<file path="config.mk">
export PLATFORM = sky130hd
export DESIGN_NAME = top_k_match_list_with_suppression
export DESIGN_NICKNAME = d
export VERILOG_FILES = /design/src/design/tkml_pkg.sv /design/src/design/top_k_match_list_with_suppression.sv /design/src/design/tkml_list.sv /design/src/design/tkml_cmp.sv
export SDC_FILE = /design/constraint.sdc
export NUM_CORES = 2
export LEC_CHECK = 0
export BUFFER_PORTS_ARGS = -buffer_cell sky130_fd_sc_hd__buf_2
export CORE_MARGIN = 2
export CORE_UTILIZATION = 55
export DETAILED_ROUTE_END_ITERATION = 16
export PLACE_DENSITY = 0.71
export SYNTH_ARGS = -nofsm -noshare
export SYNTH_HDL_FRONTEND = slang
export SYNTH_HIERARCHICAL = 1
export SYNTH_SLANG_ARGS = --single-unit
</file>
<file path="constraint.sdc">
create_clock -name i_clk -period 13.7 [get_ports i_clk]
set_clock_uncertainty 0.15 [all_clocks]
set_input_delay 0.685 -clock i_clk [delete_from_list [all_inputs] [get_ports i_clk]]
set_output_delay 0.685 -clock i_clk [all_outputs]
set_load 0.02 [all_outputs]
</file>
<file path="src/design/tkml_pkg.sv">
// Package for the top-K match list: list geometry, opcodes, transfer structs
// and the internal control structs shared by the list, compare and top modules.
// No dependencies.
package tkml_pkg;

    localparam int LIST_DEPTH  = 16;
    localparam int MAX_RESULTS = 16;
    localparam int IDX_W       = (LIST_DEPTH > 1) ? $clog2(LIST_DEPTH) : 1;
    localparam int DUMP_COUNT  = (LIST_DEPTH < MAX_RESULTS) ? LIST_DEPTH : MAX_RESULTS;

    localparam logic [IDX_W-1:0] LAST_IDX      = IDX_W'(LIST_DEPTH - 1);
    localparam logic [IDX_W-1:0] DUMP_LAST_IDX = IDX_W'(DUMP_COUNT - 1);

    localparam logic [31:0] INF_DIST = 32'hFFFF_FFFF;

    // opcodes
    localparam logic [1:0] OP_OFFER = 2'd0;
    localparam logic [1:0] OP_DUMP  = 2'd1;
    localparam logic [1:0] OP_CLEAR = 2'd2;

    // APB register word index (paddr[2])
    localparam logic REG_BLACKOUT = 1'b0;

    typedef struct packed {
        logic [1:0]  op;
        logic [31:0] distance;
        logic [15:0] seed_index;
        logic [19:0] cand_index;
        logic [31:0] cand_start;
        logic [15:0] file_id;
    } t_in_item;

    typedef struct packed {
        logic [31:0] worst_distance;
        logic [31:0] out_distance;
        logic [15:0] out_seed;
        logic [19:0] out_cand;
        logic [15:0] out_file;
        logic        out_valid;
        logic        out_fresh;
        logic        last;
    } t_out_item;

    typedef struct packed {
        logic [31:0] distance;
        logic [15:0] seed;
        logic [19:0] cand;
        logic [15:0] file;
        logic [31:0] start;
        logic        valid;
        logic        fresh;
    } t_entry;

    // write side of the list storage
    typedef struct packed {
        logic             clear;
        logic             wr_en;
        logic             ack_en;
        logic [IDX_W-1:0] idx;
        t_entry           entry;
    } t_list_wr;

    // compare unit verdict for one entry
    typedef struct packed {
        logic larger;
        logic neighbor;
    } t_cmp_res;

endpackage

</file>
<file path="src/design/top_k_match_list_with_suppression.sv">
// Top level of the top-K match list with neighbor suppression: APB register,
// command port, sequencer. Uses tkml_pkg, tkml_list and tkml_cmp.
//
// Keeps the LIST_DEPTH best candidates (smallest distance first). A command
// is taken when start is high and busy is low. busy stays high until the
// command's last result is registered; that result shows in the first cycle
// with busy low, so the next command can be taken while it is on the ports.
// Results appear on o_result with o_strobe high for exactly one cycle each
// and cannot be stalled; the receiver must take every transfer. Steps, with
// D = LIST_DEPTH, all set by the single compare unit and the single read
// port of the entry store, one entry per cycle:
//   offer: scan 1..D entries (stops at the first same-file neighbor), then
//          shift 0..D-1 entries down, then a write step and a result step;
//          one result.
//   dump:  min(D,16) entries, one result per entry in list order; the last
//          one carries last=1. Reported entries lose their fresh flag.
//   clear: empties the list, one result with worst_distance all ones.
// Each result is registered and shows in the cycle after the sequencer step
// that made it. blackout_window sits at byte address 0 and must only be
// written while busy is low and no result is pending.
module top_k_match_list_with_suppression (
    input  logic                i_clk,
    input  logic                i_rst_n,
    // APB configuration port
    input  logic                psel,
    input  logic                penable,
    input  logic                pwrite,
    input  logic [2:0]          paddr,
    input  logic [31:0]         pwdata,
    output logic [31:0]         prdata,
    output logic                pready,
    // command side
    input  logic                start,
    output logic                busy,
    input  tkml_pkg::t_in_item  i_item,
    // result side
    output logic                o_strobe,
    output tkml_pkg::t_out_item o_result
);
    import tkml_pkg::*;

    typedef enum logic [5:0] {
        ST_IDLE  = 6'b000001,
        ST_SCAN  = 6'b000010,
        ST_SHIFT = 6'b000100,
        ST_WRITE = 6'b001000,
        ST_DONE  = 6'b010000,
        ST_DUMP  = 6'b100000
    } t_state;

    t_state           r_state, n_state;
    t_in_item         r_item;
    logic [31:0]      r_window;
    logic [IDX_W-1:0] r_idx, n_idx;     // scan / shift / dump position
    logic [IDX_W-1:0] r_ins, n_ins;     // insert point
    logic             r_found, n_found; // insert point seen
    logic             r_strobe, n_strobe;
    t_out_item        r_out, n_out;

    t_list_wr         list_wr;
    logic [IDX_W-1:0] rd_idx;
    t_entry           rd_entry;
    logic [31:0]      worst;
    t_cmp_res         cmp;

    logic             accept;
    logic [IDX_W-1:0] scan_ins;
    logic [IDX_W-1:0] scan_end;
    logic             scan_found;

    // ---------------- configuration ----------------
    assign pready = 1'b1;
    assign prdata = (paddr[2] == REG_BLACKOUT) ? r_window : 32'd0;

    always_ff @(posedge i_clk) begin
        if (!i_rst_n) begin
            r_window <= '0;
        end else if (psel && penable && pwrite && (paddr[2] == REG_BLACKOUT)) begin
            r_window <= pwdata;
        end
    end

    // ---------------- datapath parts ----------------
    tkml_list u_list (
        .i_clk      (i_clk),
        .i_rst_n    (i_rst_n),
        .i_wr       (list_wr),
        .i_rd_idx   (rd_idx),
        .o_rd_entry (rd_entry),
        .o_worst    (worst)
    );

    tkml_cmp u_cmp (
        .i_entry  (rd_entry),
        .i_item   (r_item),
        .i_window (r_window),
        .o_res    (cmp)
    );

    assign busy   = (r_state != ST_IDLE);
    assign accept = start && !busy;

    // insert point and end of the shifted run as seen at this scan step
    assign scan_found = r_found || cmp.larger;
    assign scan_ins   = r_found ? r_ins : r_idx;
    assign scan_end   = cmp.neighbor ? r_idx : LAST_IDX;

    // ---------------- sequencer ----------------
    always_comb begin
        n_state  = r_state;
        n_idx    = r_idx;
        n_ins    = r_ins;
        n_found  = r_found;
        n_strobe = 1'b0;
        n_out    = '0;
        rd_idx   = r_idx;
        list_wr  = '0;

        unique case (r_state)
            ST_IDLE: begin
                if (accept) begin
                    n_idx   = '0;
                    n_found = 1'b0;
                    unique case (i_item.op)
                        OP_OFFER: n_state = ST_SCAN;
                        OP_DUMP:  n_state = ST_DUMP;
                        OP_CLEAR: begin
                            list_wr.clear = 1'b1;
                            n_state       = ST_DONE;
                        end
                        default:  n_state = ST_DONE;   // unused code: just report
                    endcase
                end
            end

            ST_SCAN: begin
                n_found = scan_found;
                n_ins   = scan_ins;
                if (cmp.neighbor || r_idx == LAST_IDX) begin
                    if (!scan_found) begin
                        n_state = ST_DONE;           // nothing kept
                    end else if (scan_end == scan_ins) begin
                        n_state = ST_WRITE;          // append or replace in place
                    end else begin
                        n_idx   = scan_end;
                        n_state = ST_SHIFT;
                    end
                end else begin
                    n_idx = r_idx + 1'b1;
                end
            end

            ST_SHIFT: begin
                // move entry idx-1 down into idx
                rd_idx        = r_idx - 1'b1;
                list_wr.wr_en = 1'b1;
                list_wr.idx   = r_idx;
                list_wr.entry = rd_entry;
                n_idx         = r_idx - 1'b1;
                if (r_idx - 1'b1 == r_ins) begin
                    n_state = ST_WRITE;
                end
            end

            ST_WRITE: begin
                list_wr.wr_en = 1'b1;
                list_wr.idx   = r_ins;
                list_wr.entry = '{distance: r_item.distance,
                                  seed:     r_item.seed_index,
                                  cand:     r_item.cand_index,
                                  file:     r_item.file_id,
                                  start:    r_item.cand_start,
                                  valid:    1'b1,
                                  fresh:    1'b1};
                n_state = ST_DONE;
            end

            ST_DONE: begin
                n_strobe             = 1'b1;
                n_out.worst_distance = worst;
                n_out.last           = 1'b1;
                n_state              = ST_IDLE;
            end

            ST_DUMP: begin
                n_strobe             = 1'b1;
                n_out.worst_distance = worst;
                n_out.out_distance   = rd_entry.distance;
                n_out.out_seed       = rd_entry.seed;
                n_out.out_cand       = rd_entry.cand;
                n_out.out_file       = rd_entry.file;
                n_out.out_valid      = rd_entry.valid;
                n_out.out_fresh      = rd_entry.fresh;
                list_wr.ack_en       = 1'b1;   // reported: no longer fresh
                list_wr.idx          = r_idx;
                if (r_idx == DUMP_LAST_IDX) begin
                    n_out.last = 1'b1;
                    n_state    = ST_IDLE;
                end else begin
                    n_idx = r_idx + 1'b1;
                end
            end

            default: n_state = ST_IDLE;
        endcase
    end

    always_ff @(posedge i_clk) begin
        if (!i_rst_n) begin
            r_state  <= ST_IDLE;
            r_idx    <= '0;
            r_ins    <= '0;
            r_found  <= 1'b0;
            r_strobe <= 1'b0;
        end else begin
            r_state  <= n_state;
            r_idx    <= n_idx;
            r_ins    <= n_ins;
            r_found  <= n_found;
            r_strobe <= n_strobe;
        end
    end

    // payload registers
    always_ff @(posedge i_clk) begin
        if (accept) begin
            r_item <= i_item;
        end
        r_out <= n_out;
    end

    assign o_strobe = r_strobe;
    assign o_result = r_out;

endmodule

</file>
<file path="src/design/tkml_list.sv">
// Entry storage of the top-K match list: one register row per entry,
// one indexed read port, one write port and a clear of all rows. Uses tkml_pkg.
module tkml_list (
    input  logic                      i_clk,
    input  logic                      i_rst_n,
    input  tkml_pkg::t_list_wr        i_wr,
    input  logic [tkml_pkg::IDX_W-1:0] i_rd_idx,
    output tkml_pkg::t_entry          o_rd_entry,
    output logic [31:0]               o_worst
);
    import tkml_pkg::*;

    t_entry r_slot [LIST_DEPTH];

    always_ff @(posedge i_clk) begin
        if (!i_rst_n || i_wr.clear) begin
            for (int i = 0; i < LIST_DEPTH; i++) begin
                r_slot[i] <= '{distance: INF_DIST, default: '0};
            end
        end else begin
            if (i_wr.wr_en) begin
                r_slot[i_wr.idx] <= i_wr.entry;
            end
            if (i_wr.ack_en) begin
                r_slot[i_wr.idx].fresh <= 1'b0;
            end
        end
    end

    assign o_rd_entry = r_slot[i_rd_idx];
    assign o_worst    = r_slot[LIST_DEPTH-1].distance;

endmodule

</file>
<file path="src/design/tkml_cmp.sv">
// Shared compare unit: checks one stored entry against the pending offer
// (distance order and blackout neighbor test). Uses tkml_pkg.
module tkml_cmp (
    input  tkml_pkg::t_entry   i_entry,
    input  tkml_pkg::t_in_item i_item,
    input  logic [31:0]        i_window,
    output tkml_pkg::t_cmp_res o_res
);
    import tkml_pkg::*;

    logic [31:0] gap;

    always_comb begin
        // absolute start difference, no wrap
        if (i_entry.start > i_item.cand_start) begin
            gap = i_entry.start - i_item.cand_start;
        end else begin
            gap = i_item.cand_start - i_entry.start;
        end
        o_res.larger   = i_entry.distance > i_item.distance;
        o_res.neighbor = i_entry.valid && (i_entry.file == i_item.file_id) && (gap < i_window);
    end

endmodule

</file>
Word level (Yosys, flattened, before mapping)
Memories as Yosys holds them, arrays and structs flattened. A register that Yosys moved wholly into a read port is not among the register bits.
Cells that the tools add are included.
- $add $sub $neg: 4
- $mul: 0
- div/mod/pow operators: 0
- order comparisons: 3
- eq/ne operators: 20
- shifts and indexed selects: 0
- muxes and demuxes: 43
- bitwise operators: 2
- reductions and logical operators: 22
- operators by type and width (kind ; number):
    $pmux W118 S2 ; 1
    $mux W118 ; 1
    $reduce_or A118 Y1 ; 1
    $gt A32 B32 Y1 ; 2
    $mux W32 ; 2
    $sub A32 B32 Y32 ; 2
    $mux W4 ; 10
    $lt A32 B32 Y1 ; 1
    $pmux W6 S5 ; 1
    $mux W6 ; 4
    $mux W1 ; 17
    $eq A16 B16 Y1 ; 1
    $pmux W4 S4 ; 1
    $pmux W6 S2 ; 1
    $ne A2 B2 Y1 const B ; 5
    $eq A4 B4 Y1 ; 2
    $pmux W4 S2 ; 1
    $eq A6 B1 Y1 const B ; 1
    $eq A6 B2 Y1 const B ; 1
    $eq A6 B3 Y1 const B ; 1
    $eq A6 B4 Y1 const B ; 1
    $eq A6 B5 Y1 const B ; 1
    $eq A6 B6 Y1 const B ; 1
    $logic_and A1 B1 Y1 ; 6
    other kinds (21) ; 29
- register bits after elaboration: 251
- bits in latches: 0
- bits in writable memories: 1888
- bits in read-only memories: 0
- output and inout port bits: 154
- memories: 1
- memory list (name ; words ; bits a word ; read ports ; clocked after Yosys merged registers in ; write ports ; RTL line ; source):
    u_list.r_slot ; 16 ; 118 ; 2 ; 1 ; 16 ; tkml_list.sv:13 ; t_entry r_slot [LIST_DEPTH];

Logic depth before layout (Yosys ltp)
An unclocked memory read counts as a cell.
- depth in word-level cells: 13
- mapped depth: 44

Modules after synthesis
The synthesis kept the hierarchy.
- by module, submodules not included (module ; times used ; cells each ; area an instance (µm²) ; seq. area each (µm²)):
    tkml_list ; 1 ; 5595 ; 80917.6 ; 56694.4
    top_k_match_list_with_suppression ; 1 ; 879 ; 10582.6 ; 6886.6
    tkml_cmp ; 1 ; 734 ; 5131.2 ; 0.0

Least setup slack after synthesis
No wires, ideal clock.
- path kind: reg-to-reg
- from: register r_state[4]
- to: memory u_list/r_slot[11][100] (netlist name) (enable)
- setup time: 0.755 ns
- arrival time: 10.571 ns
- path slack: 2.224 ns
- cell stages (with the launch flop): 11
- path buffers: 3
- period minus slack after synthesis: 11.476 ns
- path through: dfxtp_1 > or4b_1 > nor3_2 > clkbuf_1 > buf_2 > nand2_1 > o21ai_1 > nor2b_1 > nand2_1 > clkbuf_1 > o21ai_0
- RTL lines (item ; RTL line ; source):
    start: declaration ; top_k_match_list_with_suppression.sv:51 ; t_state r_state, n_state;
    start signal: assignment ; top_k_match_list_with_suppression.sv:216 ; r_state <= n_state;
    end: declaration ; tkml_list.sv:13 ;

==> flow_summary.yaml <==
power:
  ir_worst_vdd_uv: 110
  intPower_mw: 11.5
  combPwrFrac_pct: 8.4
  power_switching_mw: 3.58
  p_clk_share_pct: 40.4
  pwr-share-seq_pct: 51.2
  leakage_nw: 34.6
  p_per_area_mw_per_mm2: 139
  netSwitchingFraction_pct: 23.8
  finalPower_mw: 15.1
timing:
  tightest_slew_ns: 1.24
  rsz0062_at_grt: "no"
  period_needed_ns: 11.19
  fin_crit_sh_pct: 81.6
  fmax_mhz: 89.4
  setup_viol: 0
  max-slew-margin-rel_pct: 16.8
  setup_tns_ns: 0
  final_hold_viol_count: 0
  maxSlewViolCount: 0
  layout_setup_ws_ns: 2.51
critical_path:
  crit_required_ns: 14.33
  start_kind: "register"
  cpMostUsedCell: "nand2_1"
  criticalPathCategory: "reg2reg"
  ff2ff_path_depth: 33
  cpLargestDelayFamily: "compound AO/OA/AOI/OAI gates"
  rr_endpoint: "r_state[5]"
  crit_slowest_cell: "nor2b_4"
  reg2reg_from: "r_state[2]"
  startpoint: "r_state[2]"
  crit_end: "r_state[5]"
  path_max_fanout: 44
  rrSetupSlack_ns: 2.51
  end_kind: "register"
  crit_cells: 33
  critPathArrivalTime_ns: 11.82
  critical_path.max_stage_delay_ns: 0.92
  crit_buf_inv: 5
floorplan:
  dieHeight_um: 423
  design.die.area_mm2: 0.179
  die_w_um: 423
  core.rowCount: 153
  io_pins: 313
  start_util_pct: 55.4
  coreArea_mm2: 0.174
cts:
  cts_num_sinks: 2171
  cts_resized: 0
  cts_tree: "done"
  h-tree-depth: 4
  path_clk_slew_ns: 0.06
  cts_buffers: 214
  insertion_delay_ns: 0.89
  clk_root_buffer_cell: "clkbuf_16"
  clock_path_buffers: 3
place:
  portBuffers: 309
  post-place-cells: 9405
  hpwl_um: 152000
  dp_slack_ns: 2.86
  routabilityCongestion: 0.885
routing:
  dr.pass1.iters: 7
  routed_wl_um: 283000
  vias: 64100
  drt-vias-per-instance: 6.44
  drc_errors: 0
  drt_iter0_markers: 8864
  antenna_left: 0
  wl_per_cell_um: 28.4
global_route:
  grt_overflow_total: 0
  grt_start_max_net_pins: 140
  antenna_found_initial: 8
  grt_pass1_vias: 63700
  track_usage_pct: 31.4
  grt_pass1_wl_um: 413000
logic_synthesis:
  synthesis.instances: 7206
  ys_warn_count: 6
  synth_fp_nets: 7496
  syn_area_per_cell_um2: 13.4
  syn_area_mm2: 0.0966
layout:
  final_cells: 9961
  layout-drive-gt1-share_pct: 16.8
  finalNetCount: 7738
  fillers: 12900
  seq_area_mm2: 0.0635
  multiInputGateArea_mm2: 0.0302
  areaGrowthSynthToFinish_pct: 12.5
job:
  maxCapViolCount: 0
run_status:
  status: "completed"
hold_path:
  hp-class: "in2reg"
==> how the worst min path moves through the flow <==
stage                            start      endpoint  depth (start not counted)
final                            start    r_state[0]                          4
after global routing             start    r_state[0]                          4
after CTS                        start    r_state[0]                          4
after detailed placement  r_window[10]  r_window[10]                          2
after global placement    r_window[30]  r_window[30]                          2
after floorplan            r_window[0]   r_window[0]                          2
==> worst min-delay path, delay by kind of cell <==
family                 cells  cell delay [ns]
AOI/OAI and AO/OA          1             0.07
buffers and inverters      1             0.16
and+or+nand+nor            2             0.24
==> routing by layer <==
layer | track usage (%) | share of wire [%] | vias to the layer above
met4 | 12.8 | 4.2 | 2
li1 | - | - | 26800
met3 | 6.66 | 13 | 711
met2 | 49.2 | 47 | 4800
met1 | 43.1 | 36 | 31800
met5 | 0 | 0.0056 | -
==> metrics by stage <==
stage                     area, um^2  hold WS (ns)  utilization (%)
after global routing          109000         0.231             62.4
after detailed placement       99800         0.315             57.3
after floorplan                96600         0.291                -
final                         109000         0.219             62.4
after CTS                     109000         0.153             62.4
after global placement         99800         0.309             57.3
==> placed cells by master (no fill, tap or decap), drive strengths merged, types with 9 or more instances in the layout <==
master / count
edfxtp: 2004
nor2: 1552
nand2: 1093
mux4: 472
buf: 433
clkbuf: 282
a22oi: 239
dfxtp: 167
inv: 154
dlygate4sd3: 152
ha: 129
a21oi: 117
a22o: 116
and3: 93
o21ai: 79
clkinv: 77
nor2b: 54
a21o: 46
xnor2: 37
and2: 37
nand4: 30
bufinv: 25
mux2i: 24
nand3: 23
xor2: 18
nand2b: 18
nor3: 14
a211oi: 11
o21a: 9
==> flip-flops by register name (all words and copies together), names as in the netlist <==
signal and count:
o_result 119, o_strobe 1, r_found 1, r_idx 4
r_ins 4, r_item 116, r_state 6, r_window 32
u_list/r_slot 1888
==> power by group through the flow <==
stage          Sequential [mW]  Clock (mW)  Combinational [mW]
2_1_floorplan             7.93           0               0.715
3_3_place_gp              7.84           0                1.20
3_5_place_dp              7.86           0                1.20
4_1_cts                   7.72        6.14                1.24
5_1_grt                   7.74        6.39                1.34
6_report                  7.72        6.09                1.26
==> area by class of cell <==
type,count,share of cell area (%)
Inverter,144,0.514
Clock inverter,120,1.32
Timing Repair Buffer,585,3.77
Tap cell,2325,2.68
Sequential cell,2171,58.5
Clock buffer,282,5.41
Antenna cell,2,0.00461
Multi-Input combinational cell,4332,27.8
==> what timing repair did <==
| item | in CTS | in global routing |
|---|---|---|
| setup buffers | 0 | 0 |
| hold endpoints to repair | 153 | 0 |
| setup endpoints to repair | 0 | 0 |
| hold buffers | 152 | 0 |
(Power assumes the default switching activity.)
